`src/hw/rtl/kmd_pkg.sv`:
```
// ----------------------------------------------------------------------------
// kmd_pkg
// Types, sizes and helpers shared by the key matrix debounce block.
// ----------------------------------------------------------------------------
package kmd_pkg;

    localparam int ROW_COUNT    = 6;
    localparam int COLUMN_COUNT = 17;

    localparam int ROW_W   = 3;
    localparam int COL_W   = COLUMN_COUNT;
    localparam int QCOL_W  = 5;
    localparam int COUNT_W = 8;
    localparam int POP_W   = $clog2(COLUMN_COUNT + 1);
    localparam int TOTAL_W = 7;

    localparam logic [COUNT_W-1:0] SETTLE_RESET = COUNT_W'(5);

    typedef struct packed {
        logic [ROW_W-1:0]  row_index;
        logic [COL_W-1:0]  column_pins_n;
        logic              pass_end;
        logic [QCOL_W-1:0] query_column;
    } kmd_item_t;

    typedef struct packed {
        logic [COL_W-1:0]   stable_row;
        logic               key_on;
        logic               settled;
        logic               bounce_seen;
        logic [TOTAL_W-1:0] pressed_total;
    } kmd_result_t;

    function automatic logic [POP_W-1:0] count_ones(input logic [COL_W-1:0] v);
        logic [POP_W-1:0] n;
        n = '0;
        for (int i = 0; i < COL_W; i++)
        begin
            n = n + POP_W'(v[i]);
        end
        return n;
    endfunction

endpackage

```
`src/hw/rtl/kmd_core.sv`:
```
// ----------------------------------------------------------------------------
// kmd_core
// Pending and stable matrix state, settle counter and result logic.
// ----------------------------------------------------------------------------
module kmd_core (
    input  logic                               clk,
    input  logic                               rst_n,
    input  logic                               cfg_write,
    input  logic [kmd_pkg::COUNT_W-1:0]        cfg_data,
    input  logic                               advance,
    input  kmd_pkg::kmd_item_t                 item,
    output kmd_pkg::kmd_result_t               result
);

    logic [kmd_pkg::COL_W-1:0]   pending_reg [kmd_pkg::ROW_COUNT];
    logic [kmd_pkg::COL_W-1:0]   pending_next [kmd_pkg::ROW_COUNT];
    logic [kmd_pkg::COL_W-1:0]   stable_reg [kmd_pkg::ROW_COUNT];
    logic [kmd_pkg::COL_W-1:0]   stable_next [kmd_pkg::ROW_COUNT];
    logic [kmd_pkg::COUNT_W-1:0] count_reg, count_next, count_mid;
    logic [kmd_pkg::COUNT_W-1:0] passes_reg;
    logic [kmd_pkg::TOTAL_W-1:0] pend_total_reg, pend_total_next;
    logic [kmd_pkg::TOTAL_W-1:0] stable_total_reg, stable_total_next;

    logic                        row_ok;
    logic [kmd_pkg::COL_W-1:0]   pressed;
    logic [kmd_pkg::COL_W-1:0]   old_row;
    logic [kmd_pkg::COL_W-1:0]   srow;
    logic                        changed;
    logic                        dec;
    logic                        commit;

    always_comb
    begin
        row_ok  = item.row_index < kmd_pkg::ROW_W'(kmd_pkg::ROW_COUNT);
        pressed = ~item.column_pins_n;
        old_row = row_ok ? pending_reg[item.row_index] : '0;
        changed = row_ok && (old_row != pressed);

        pending_next = pending_reg;
        if (changed)
        begin
            pending_next[item.row_index] = pressed;
        end

        // a zero setting behaves as one pass
        if (changed)
        begin
            count_mid = (passes_reg != '0) ? passes_reg : kmd_pkg::COUNT_W'(1);
        end
        else
        begin
            count_mid = count_reg;
        end

        dec        = item.pass_end && (count_mid != '0);
        count_next = dec ? count_mid - kmd_pkg::COUNT_W'(1) : count_mid;
        commit     = dec && (count_next == '0);

        pend_total_next = pend_total_reg;
        if (changed)
        begin
            pend_total_next = pend_total_reg
                            + kmd_pkg::TOTAL_W'(kmd_pkg::count_ones(pressed))
                            - kmd_pkg::TOTAL_W'(kmd_pkg::count_ones(old_row));
        end

        stable_next       = commit ? pending_next : stable_reg;
        stable_total_next = commit ? pend_total_next : stable_total_reg;

        srow = row_ok ? stable_next[item.row_index] : '0;

        result.stable_row    = srow;
        result.key_on        = (item.query_column < kmd_pkg::QCOL_W'(kmd_pkg::COLUMN_COUNT))
                               ? srow[item.query_column] : 1'b0;
        result.settled       = (count_next == '0);
        result.bounce_seen   = changed && (count_reg != '0);
        result.pressed_total = stable_total_next;
    end

    always_ff @(posedge clk or negedge rst_n)
    begin
        if (!rst_n)
        begin
            for (int r = 0; r < kmd_pkg::ROW_COUNT; r++)
            begin
                pending_reg[r] <= '0;
                stable_reg[r]  <= '0;
            end
            count_reg        <= kmd_pkg::SETTLE_RESET;
            passes_reg       <= kmd_pkg::SETTLE_RESET;
            pend_total_reg   <= '0;
            stable_total_reg <= '0;
        end
        else
        begin
            if (cfg_write)
            begin
                passes_reg <= cfg_data;
            end
            if (advance)
            begin
                pending_reg      <= pending_next;
                stable_reg       <= stable_next;
                count_reg        <= count_next;
                pend_total_reg   <= pend_total_next;
                stable_total_reg <= stable_total_next;
            end
        end
    end

    // state only moves with a request
    assert property (@(posedge clk) disable iff (!rst_n)
        !advance |=> $stable(count_reg) && $stable(stable_total_reg))
    else $error("kmd_core: state changed without a request");

    // after a commit the stable matrix matches the pending one
    assert property (@(posedge clk) disable iff (!rst_n)
        (advance && commit) |=> (stable_total_reg == pend_total_reg) && (count_reg == '0))
    else $error("kmd_core: commit left totals or counter inconsistent");

    // a settled counter stays settled until a row changes
    assert property (@(posedge clk) disable iff (!rst_n)
        (advance && !changed && count_reg == '0) |=> (count_reg == '0))
    else $error("kmd_core: settle counter restarted without a change");

    // bounce only flagged alongside a counter restart
    assert property (@(posedge clk) disable iff (!rst_n)
        (advance && result.bounce_seen) |-> changed && !commit || (passes_reg <= 8'd1))
    else $error("kmd_core: bounce flagged inconsistently");

endmodule

```
`src/hw/rtl/key_matrix_debounce.sv`:
```
// ----------------------------------------------------------------------------
// key_matrix_debounce
// Debounced keyboard matrix: row samples in, stable matrix reports out.
// ----------------------------------------------------------------------------
// Input channel (in_valid / in_stall) carries one sampled row per request:
// row_index, active-low column_pins_n, pass_end on the last row of a pass
// and query_column. Each request gives exactly one result on the output
// channel (out_valid / out_stall): stable_row, key_on, settled,
// bounce_seen and pressed_total, all taken after that row's update.
// Requests are registered on entry, processed in a single pass and the
// result registered on exit: a request passes the entry register and then
// the result register before out_valid rises; throughput one request per
// cycle while the receiver does not stall.
// When the receiver stalls, the result register holds and the entry
// register fills; in_stall rises only when both are occupied and the
// receiver is stalling.
// settle_passes is written through cfg_valid / cfg_ready (always ready);
// write it only while no request is in flight.
// Reset clears both matrices, sets the setting and the counter to 5 and
// empties both registers.
// ----------------------------------------------------------------------------
module key_matrix_debounce (
    input  logic                               clk,
    input  logic                               rst_n,
    input  logic                               cfg_valid,
    output logic                               cfg_ready,
    input  logic [kmd_pkg::COUNT_W-1:0]        settle_passes,
    input  logic                               in_valid,
    output logic                               in_stall,
    input  logic [kmd_pkg::ROW_W-1:0]          row_index,
    input  logic [kmd_pkg::COL_W-1:0]          column_pins_n,
    input  logic                               pass_end,
    input  logic [kmd_pkg::QCOL_W-1:0]         query_column,
    output logic                               out_valid,
    input  logic                               out_stall,
    output logic [kmd_pkg::COL_W-1:0]          stable_row,
    output logic                               key_on,
    output logic                               settled,
    output logic                               bounce_seen,
    output logic [kmd_pkg::TOTAL_W-1:0]        pressed_total
);

    logic                 in_v_reg, in_v_next;
    kmd_pkg::kmd_item_t   item_reg;
    logic                 out_v_reg, out_v_next;
    kmd_pkg::kmd_result_t res_reg;
    kmd_pkg::kmd_result_t res;
    logic                 advance;
    logic                 load;

    assign cfg_ready = 1'b1;
    assign advance   = in_v_reg && (!out_v_reg || !out_stall);
    assign in_stall  = in_v_reg && !advance;
    assign load      = in_valid && !in_stall;

    always_comb
    begin
        in_v_next  = load ? 1'b1 : (advance ? 1'b0 : in_v_reg);
        out_v_next = advance ? 1'b1 : ((out_v_reg && !out_stall) ? 1'b0 : out_v_reg);
    end

    kmd_core u_core (
        .clk       (clk),
        .rst_n     (rst_n),
        .cfg_write (cfg_valid && cfg_ready),
        .cfg_data  (settle_passes),
        .advance   (advance),
        .item      (item_reg),
        .result    (res)
    );

    always_ff @(posedge clk or negedge rst_n)
    begin
        if (!rst_n)
        begin
            in_v_reg  <= 1'b0;
            out_v_reg <= 1'b0;
        end
        else
        begin
            in_v_reg  <= in_v_next;
            out_v_reg <= out_v_next;
        end
    end

    always_ff @(posedge clk)
    begin
        if (load)
        begin
            item_reg.row_index     <= row_index;
            item_reg.column_pins_n <= column_pins_n;
            item_reg.pass_end      <= pass_end;
            item_reg.query_column  <= query_column;
        end
        if (advance)
        begin
            res_reg <= res;
        end
    end

    assign out_valid     = out_v_reg;
    assign stable_row    = res_reg.stable_row;
    assign key_on        = res_reg.key_on;
    assign settled       = res_reg.settled;
    assign bounce_seen   = res_reg.bounce_seen;
    assign pressed_total = res_reg.pressed_total;

    // a processed request always lands in the result register
    assert property (@(posedge clk) disable iff (!rst_n)
        advance |=> out_v_reg)
    else $error("key_matrix_debounce: processed request lost");

endmodule
```
`config.mk`:
```
export PLATFORM = sky130hd
export DESIGN_NAME = key_matrix_debounce
export DESIGN_NICKNAME = d
export VERILOG_FILES = /design/src/hw/rtl/kmd_pkg.sv /design/src/hw/rtl/kmd_core.sv /design/src/hw/rtl/key_matrix_debounce.sv
export SDC_FILE = /design/constraint.sdc
export NUM_CORES = 1
export LEC_CHECK = 0
export ABC_CLOCK_PERIOD_IN_PS = 12300
export BUFFER_PORTS_ARGS = -buffer_cell sky130_fd_sc_hd__buf_2
export CORE_AREA = 2 2 158 315
export CTS_CLUSTER_DIAMETER = 80
export DETAILED_ROUTE_END_ITERATION = 6
export DIE_AREA = 0 0 160 317
export HOLD_SLACK_MARGIN = 0.03
export PLACE_DENSITY = 0.61
export SLEW_MARGIN = 25
export SYNTH_ARGS = -nofsm -noshare
export SYNTH_HDL_FRONTEND = slang
export SYNTH_SLANG_ARGS = --single-unit
```
`constraint.sdc`:
```
create_clock -name clk -period 12.3 [get_ports clk]
set_input_delay 2.46 -clock clk [delete_from_list [all_inputs] [get_ports clk]]
set_output_delay 2.46 -clock clk [all_outputs]
set_load 0.03 [all_outputs]
```
==> results of run 1 <==
## cells by family (layout without fill, tap and decap cells)
group	after synthesis	after routing	synth area share
adders and majority gates	48	48	0.0481
AOI/OAI and AO/OA	530	530	0.190
DFF	289	289	0.449
buffers and inverters	216	231	0.0555
and+or+nand+nor	551	551	0.148
other	1	1	0.000224
muxes	146	146	0.0995
xor gates and xnor gates	18	18	0.00943
## where the power goes
| group | switching [mW] | internal [mW] |
|---|---|---|
| Combinational | 1.03 | 0.791 |
| Clock | 0.386 | 0.424 |
| Sequential | 0.163 | 1.14 |
## metrics by stage
| stage | power [mW] | worst slack (ns) | hold slack, ns |
|---|---|---|---|
| 6_report | 3.94 | 2.76 | 0.479 |
| 5_1_grt | 4.25 | 2.12 | 0.501 |
| 4_1_cts | 3.96 | 2.94 | 0.484 |
| 3_5_place_dp | 3.14 | 2.96 | 0.470 |
| 3_3_place_gp | 3.06 | 3.19 | 0.460 |
| 2_1_floorplan | 2.61 | 4.76 | 0.442 |
## worst reg2reg max path: cells and delay by family (launching register included)
family	cells	cell delay (ns)
compound gates	9	1.93
xor+xnor	1	0.15
fa+ha+maj	1	0.28
buf+inv	2	0.92
flops	1	0.86
mux	1	0.42
simple gates	11	4.84
## layout by cell type (no fill, tap or decap), types with 6 or more instances in the layout
cell / n
nand2_1: 280
o21ai_0: 259
dfrtp_1: 232
nor2_1: 139
a21oi_1: 98
inv_1: 80
mux2_2: 69
mux2i_1: 66
buf_2: 66
edfxtp_1: 53
buf_4: 34
a211oi_1: 33
fa_1: 27
clkbuf_16: 27
o22ai_1: 26
ha_1: 21
nor3_1: 14
nand2b_1: 13
xnor2_1: 13
nand3_1: 13
a31oi_1: 12
nor2b_1: 11
o211ai_1: 11
clkbuf_1: 11
mux4_2: 9
a21o_1: 8
o31ai_1: 8
and4b_1: 7
or2_2: 7
or3_1: 7
nand4_1: 6
and3_1: 6
a211o_1: 6
## routing by layer
metal	routed length, um	vias to the layer above	GRT usage
met3	2530	232	0.0271
met1	20200	6844	0.235
met2	31500	554	0.441
met5	0	-	0
li1	-	6333	-
met4	6050	0	0.206
## worst min path at each step
stage | from | end | slack [ns] | cells after the start
CTS | u_core.stable_reg[49] | u_core.stable_reg[49] | 0.48 | 2
floorplan | u_core.stable_reg[21] | u_core.stable_reg[21] | 0.44 | 2
global route | u_core.stable_reg[49] | u_core.stable_reg[49] | 0.50 | 2
global placement | u_core.stable_reg[24] | u_core.stable_reg[24] | 0.46 | 2
finish | u_core.stable_reg[49] | u_core.stable_reg[49] | 0.48 | 2
detailed placement | u_core.stable_reg[49] | u_core.stable_reg[49] | 0.47 | 2
## final cells by class
type                            instances  area [um^2]
Timing Repair Buffer                  102          612
Fill cell                            4898        29900
Multi-Input combinational cell       1294         8340
Inverter                               82          308
Tap cell                              638          798
Clock buffer                           41          758
Sequential cell                       289         7500
Clock inverter                          6         37.5
==> results.yml, run 1 <==
synthesis:
  synth_common_cells: "283 x nand2_1, 259 x o21ai_0, 232 x dfrtp_1"
  synthCells: 1799
  yosysMostFrequentCell: "nand2_1"
  synth_nets: 1886
  ys_seq_elements: 289
  syn_area_per_cell_um2: 9.29
  yosys.cell_types.count: 86
  synth-async-reset-ratio: 0.817
  ys.flop_type: "dfrtp_1"
  yosys.area.top_type: "dfrtp_1"
  synth_seq_area_share: 0.449
  synth_top_area_frac: 0.347
  synth_edf_count: 53
  synth_area_um2: 16700
  yosysWarnings: 0
  synth_area_leaders: "dfrtp_1 35%, edfxtp_1 9.5%, o21ai_0 7.8%, nand2_1 6.4%, mux2_2 4.6%"
place:
  hpwlAfterDp_um: 42900
  port_buffers: 67
  place_inst: 2405
  placed_area_um2: 17600
  place.gp.congestion: 0.984
timing:
  hold_violations: 0
  fmax_ghz: 0.105
  fin_crit_ns: 9.54
  slew_headroom: 0.307
  timing.final.crit_share: 0.775
  tightest_slew_ns: 1.04
  finalSetupTns_ns: 0
  slew_viol_final: 0
  rsz0062_at_grt: "false"
  skew_ns: 0.0186
  finalSetupViolCount: 0
min_path:
  hold_path.class: "reg2reg"
floorplanning:
  die-area_um2: 50700
  core_um2: 48200
  fp.dieH_um: 317
  io_pins: 69
  die_x_um: 160
  start_util: 0.347
  row_count: 114
finish:
  finish.instance_area_um2: 18400
  area_growth_pct: 9.81
  diodes: 0
  drive_gt1_frac: 0.144
  nets: 1883
  fin_cells: 2452
  final_util: 0.381
routing:
  vias: 14000
  avgRoutedWirePerCell_um: 24.6
  drt-total-wl_um: 60200
  dr.first_iter.drc_count: 1087
  route.detailed.drc: 0
  firstDrtPassIters: 6
  drtAntennaViolNets: 0
  viasPerCell: 5.69
critical_path:
  cp_max_fo: 48
  cp.depth: 25
  crit_path_top_delay_cell: "or4_2"
  slowest_delay_ns: 1.10
  crit_type: "reg2reg"
  worstPathRequired_ns: 12.73
  startpoint: "item_reg[24]"
  endpoint: "key_on"
  cp-end-kind: "flip-flop"
  crit_buf_inv: 2
  r2r_cells: 25
  r2r_start: "item_reg[24]"
  reg2reg_to: "key_on"
  path_delay_family: "simple AND/OR/NAND/NOR gates"
  r2r_slack_ns: 2.76
  worstPathArrival_ns: 9.97
  startpoint_type: "flip-flop"
clock_network:
  cts-resized-gates: 0
  post_cts_buffers: 0
  htree_levels: 1
  numCtsBuffers: 27
  cts-root-buf: "clkbuf_16"
  clk_latency_ns: 0.58
  cts.clk_slew.worst_paths_ns: 0.07
  clk_path_buf_depth: 3
  cts_hold_buf: 0
  clock_sinks: 289
  cts_tree: "done"
power:
  p_per_area_nw_per_um2: 215
  vdd_drop_max_v: 0.000327
  power.static_leakage_nw: 8.03
outcome:
  status: "completed"
grt:
  antenna_found_initial: 0
  grt_pass1_wl_um: 89900
  grt_util_all_layers: 0.238
  first_global_vias: 14200
  grt_max_degree: 112
  grt_overflow: 0
run:
  cap_violations: 0
Power figures use the tool's default switching activity.
==> run 2, diff against run 1 <==
--- a/config.mk
+++ b/config.mk
@@ -5,7 +5,7 @@
 export SDC_FILE = /design/constraint.sdc
 export NUM_CORES = 1
 export LEC_CHECK = 0
-export ABC_CLOCK_PERIOD_IN_PS = 12300
+export ABC_CLOCK_PERIOD_IN_PS = 9000
 export BUFFER_PORTS_ARGS = -buffer_cell sky130_fd_sc_hd__buf_2
 export CORE_AREA = 2 2 158 315
 export CTS_CLUSTER_DIAMETER = 80
==> constraint.sdc (replaced) <==
create_clock -name clk -period 9 [get_ports clk]
set_input_delay 1.8 -clock clk [delete_from_list [all_inputs] [get_ports clk]]
set_output_delay 1.8 -clock clk [all_outputs]
set_load 0.03 [all_outputs]
==> results.yml, run 2 (synthesis results as in run 1) <==
floorplanning:
  core_um2: 48200
  io_pins: 69
  row_count: 114
  start_util: 0.347
  fp.dieH_um: 317
  die-area_um2: 50700
  die_x_um: 160
place:
  hpwlAfterDp_um: 45500
  place.gp.congestion: 0.993
  placed_area_um2: 17800
  port_buffers: 67
timing:
  hold_violations: 0
  tightest_slew_ns: 0.983
  rsz0062_at_grt: "false"
  slew_headroom: 0.343
  timing.final.crit_share: 0.941
  slew_viol_final: 0
  finalSetupTns_ns: 0
  finalSetupViolCount: 0
  fin_crit_ns: 8.47
  skew_ns: 0.0188
  fmax_ghz: 0.118
min_path:
  hold_path.class: "reg2reg"
clock_network:
  cts.clk_slew.worst_paths_ns: 0.07
  clock_sinks: 289
  cts_hold_buf: 0
  clk_latency_ns: 0.58
  htree_levels: 1
  numCtsBuffers: 25
  cts_tree: "done"
  post_cts_buffers: 0
  cts-resized-gates: 0
  clk_path_buf_depth: 3
  cts-root-buf: "clkbuf_16"
outcome:
  status: "completed"
grt:
  grt_util_all_layers: 0.241
  grt_pass1_wl_um: 90400
  grt_max_degree: 135
  first_global_vias: 14100
  antenna_found_initial: 0
  grt_overflow: 0
critical_path:
  cp.depth: 25
  r2r_slack_ns: 0.53
  r2r_start: "item_reg[24]"
  reg2reg_to: "key_on"
  worstPathRequired_ns: 9.43
  slowest_delay_ns: 1.04
  crit_buf_inv: 2
  startpoint_type: "flip-flop"
  endpoint: "key_on"
  path_delay_family: "simple AND/OR/NAND/NOR gates"
  r2r_cells: 25
  crit_type: "reg2reg"
  cp-end-kind: "flip-flop"
  worstPathArrival_ns: 8.90
  startpoint: "item_reg[24]"
  cp_max_fo: 26
  crit_path_top_delay_cell: "or4_2"
power:
  p_per_area_nw_per_um2: 292
  power.static_leakage_nw: 8.20
  vdd_drop_max_v: 0.000627
routing:
  drtAntennaViolNets: 0
  dr.first_iter.drc_count: 999
  viasPerCell: 5.63
  route.detailed.drc: 0
  firstDrtPassIters: 5
  vias: 13900
  drt-total-wl_um: 61400
  avgRoutedWirePerCell_um: 24.8
finish:
  seqCellArea_um2: 7500
  area_growth_pct: 11.7
  diodes: 0
  final_common_cell: "nand2_1"
  finish.instance_area_um2: 18700
  fillers: 4861
  final_cell_mix: "280 x nand2_1, 258 x o21ai_0, 232 x dfrtp_1"
  nets: 1906
  multiInputGateArea_um2: 8340
  drive_gt1_frac: 0.158
run:
  cap_violations: 0
run 2: changes by cell type in the layout (fill, tap and decap cells not counted):
cell        change
buf_12          +4
buf_4          +21
bufinv_16       +4
clkbuf_1        -7
clkbuf_16       -2
clkbuf_8        +1
clkinv_2        -1
clkinv_4        +1
clkinvlp_4      +2
o21ai_0         -1
o21ai_1         +1
run 2: layout make-up:
class,instances,area share
inverter,82,0.0165
multi-input combinational,1294,0.447
timing repair buffer,127,0.0455
sequential,289,0.402
clock buffer,33,0.0373
tap,638,0.0428
clock inverter,12,0.00945
run 2: worst min path at each step:
stage / from / endpoint / slack, ns / cells past startpoint
3_5_place_dp: u_core.stable_reg[24] / u_core.stable_reg[24] / 0.46 / 2
6_report: u_core.stable_reg[24] / u_core.stable_reg[24] / 0.48 / 2
2_1_floorplan: u_core.stable_reg[21] / u_core.stable_reg[21] / 0.44 / 2
5_1_grt: u_core.stable_reg[86] / u_core.stable_reg[86] / 0.50 / 2
3_3_place_gp: u_core.stable_reg[24] / u_core.stable_reg[24] / 0.46 / 2
4_1_cts: u_core.stable_reg[24] / u_core.stable_reg[24] / 0.48 / 2
run 2: metrics by stage:
stage / total power [mW] / setup slack [ns] / cells / hold WS, ns / utilization
after global routing: 5.85 / 0.128 / 2475 / 0.499 / 0.387
final: 5.45 / 0.528 / 2475 / 0.479 / 0.387
after floorplan: 3.56 / 1.46 / 1799 / 0.442 / -
after detailed placement: 4.29 / 0.511 / 2430 / 0.464 / 0.369
after global placement: 4.23 / 0.802 / 2430 / 0.461 / 0.369
after CTS: 5.48 / 0.474 / 2475 / 0.479 / 0.387
run 2: power breakdown:
part	internal [mW]	switching, mW
sequential	1.56	0.241
clock	0.662	0.521
combinational	1.07	1.39
run 2: metal layers:
layer	part of all wire	GRT usage	vias to the layer above
li1	-	-	6359
met1	0.33	0.233	6798
met2	0.50	0.429	540
met3	0.045	0.0313	245
met4	0.12	0.253	0
met5	0	0	-
run 2: tightest hold or removal path: stages (launching register included):
cell	delay [ns]
dfrtp_1	0.34
nand2_1	0.04
o21ai_0	0.06
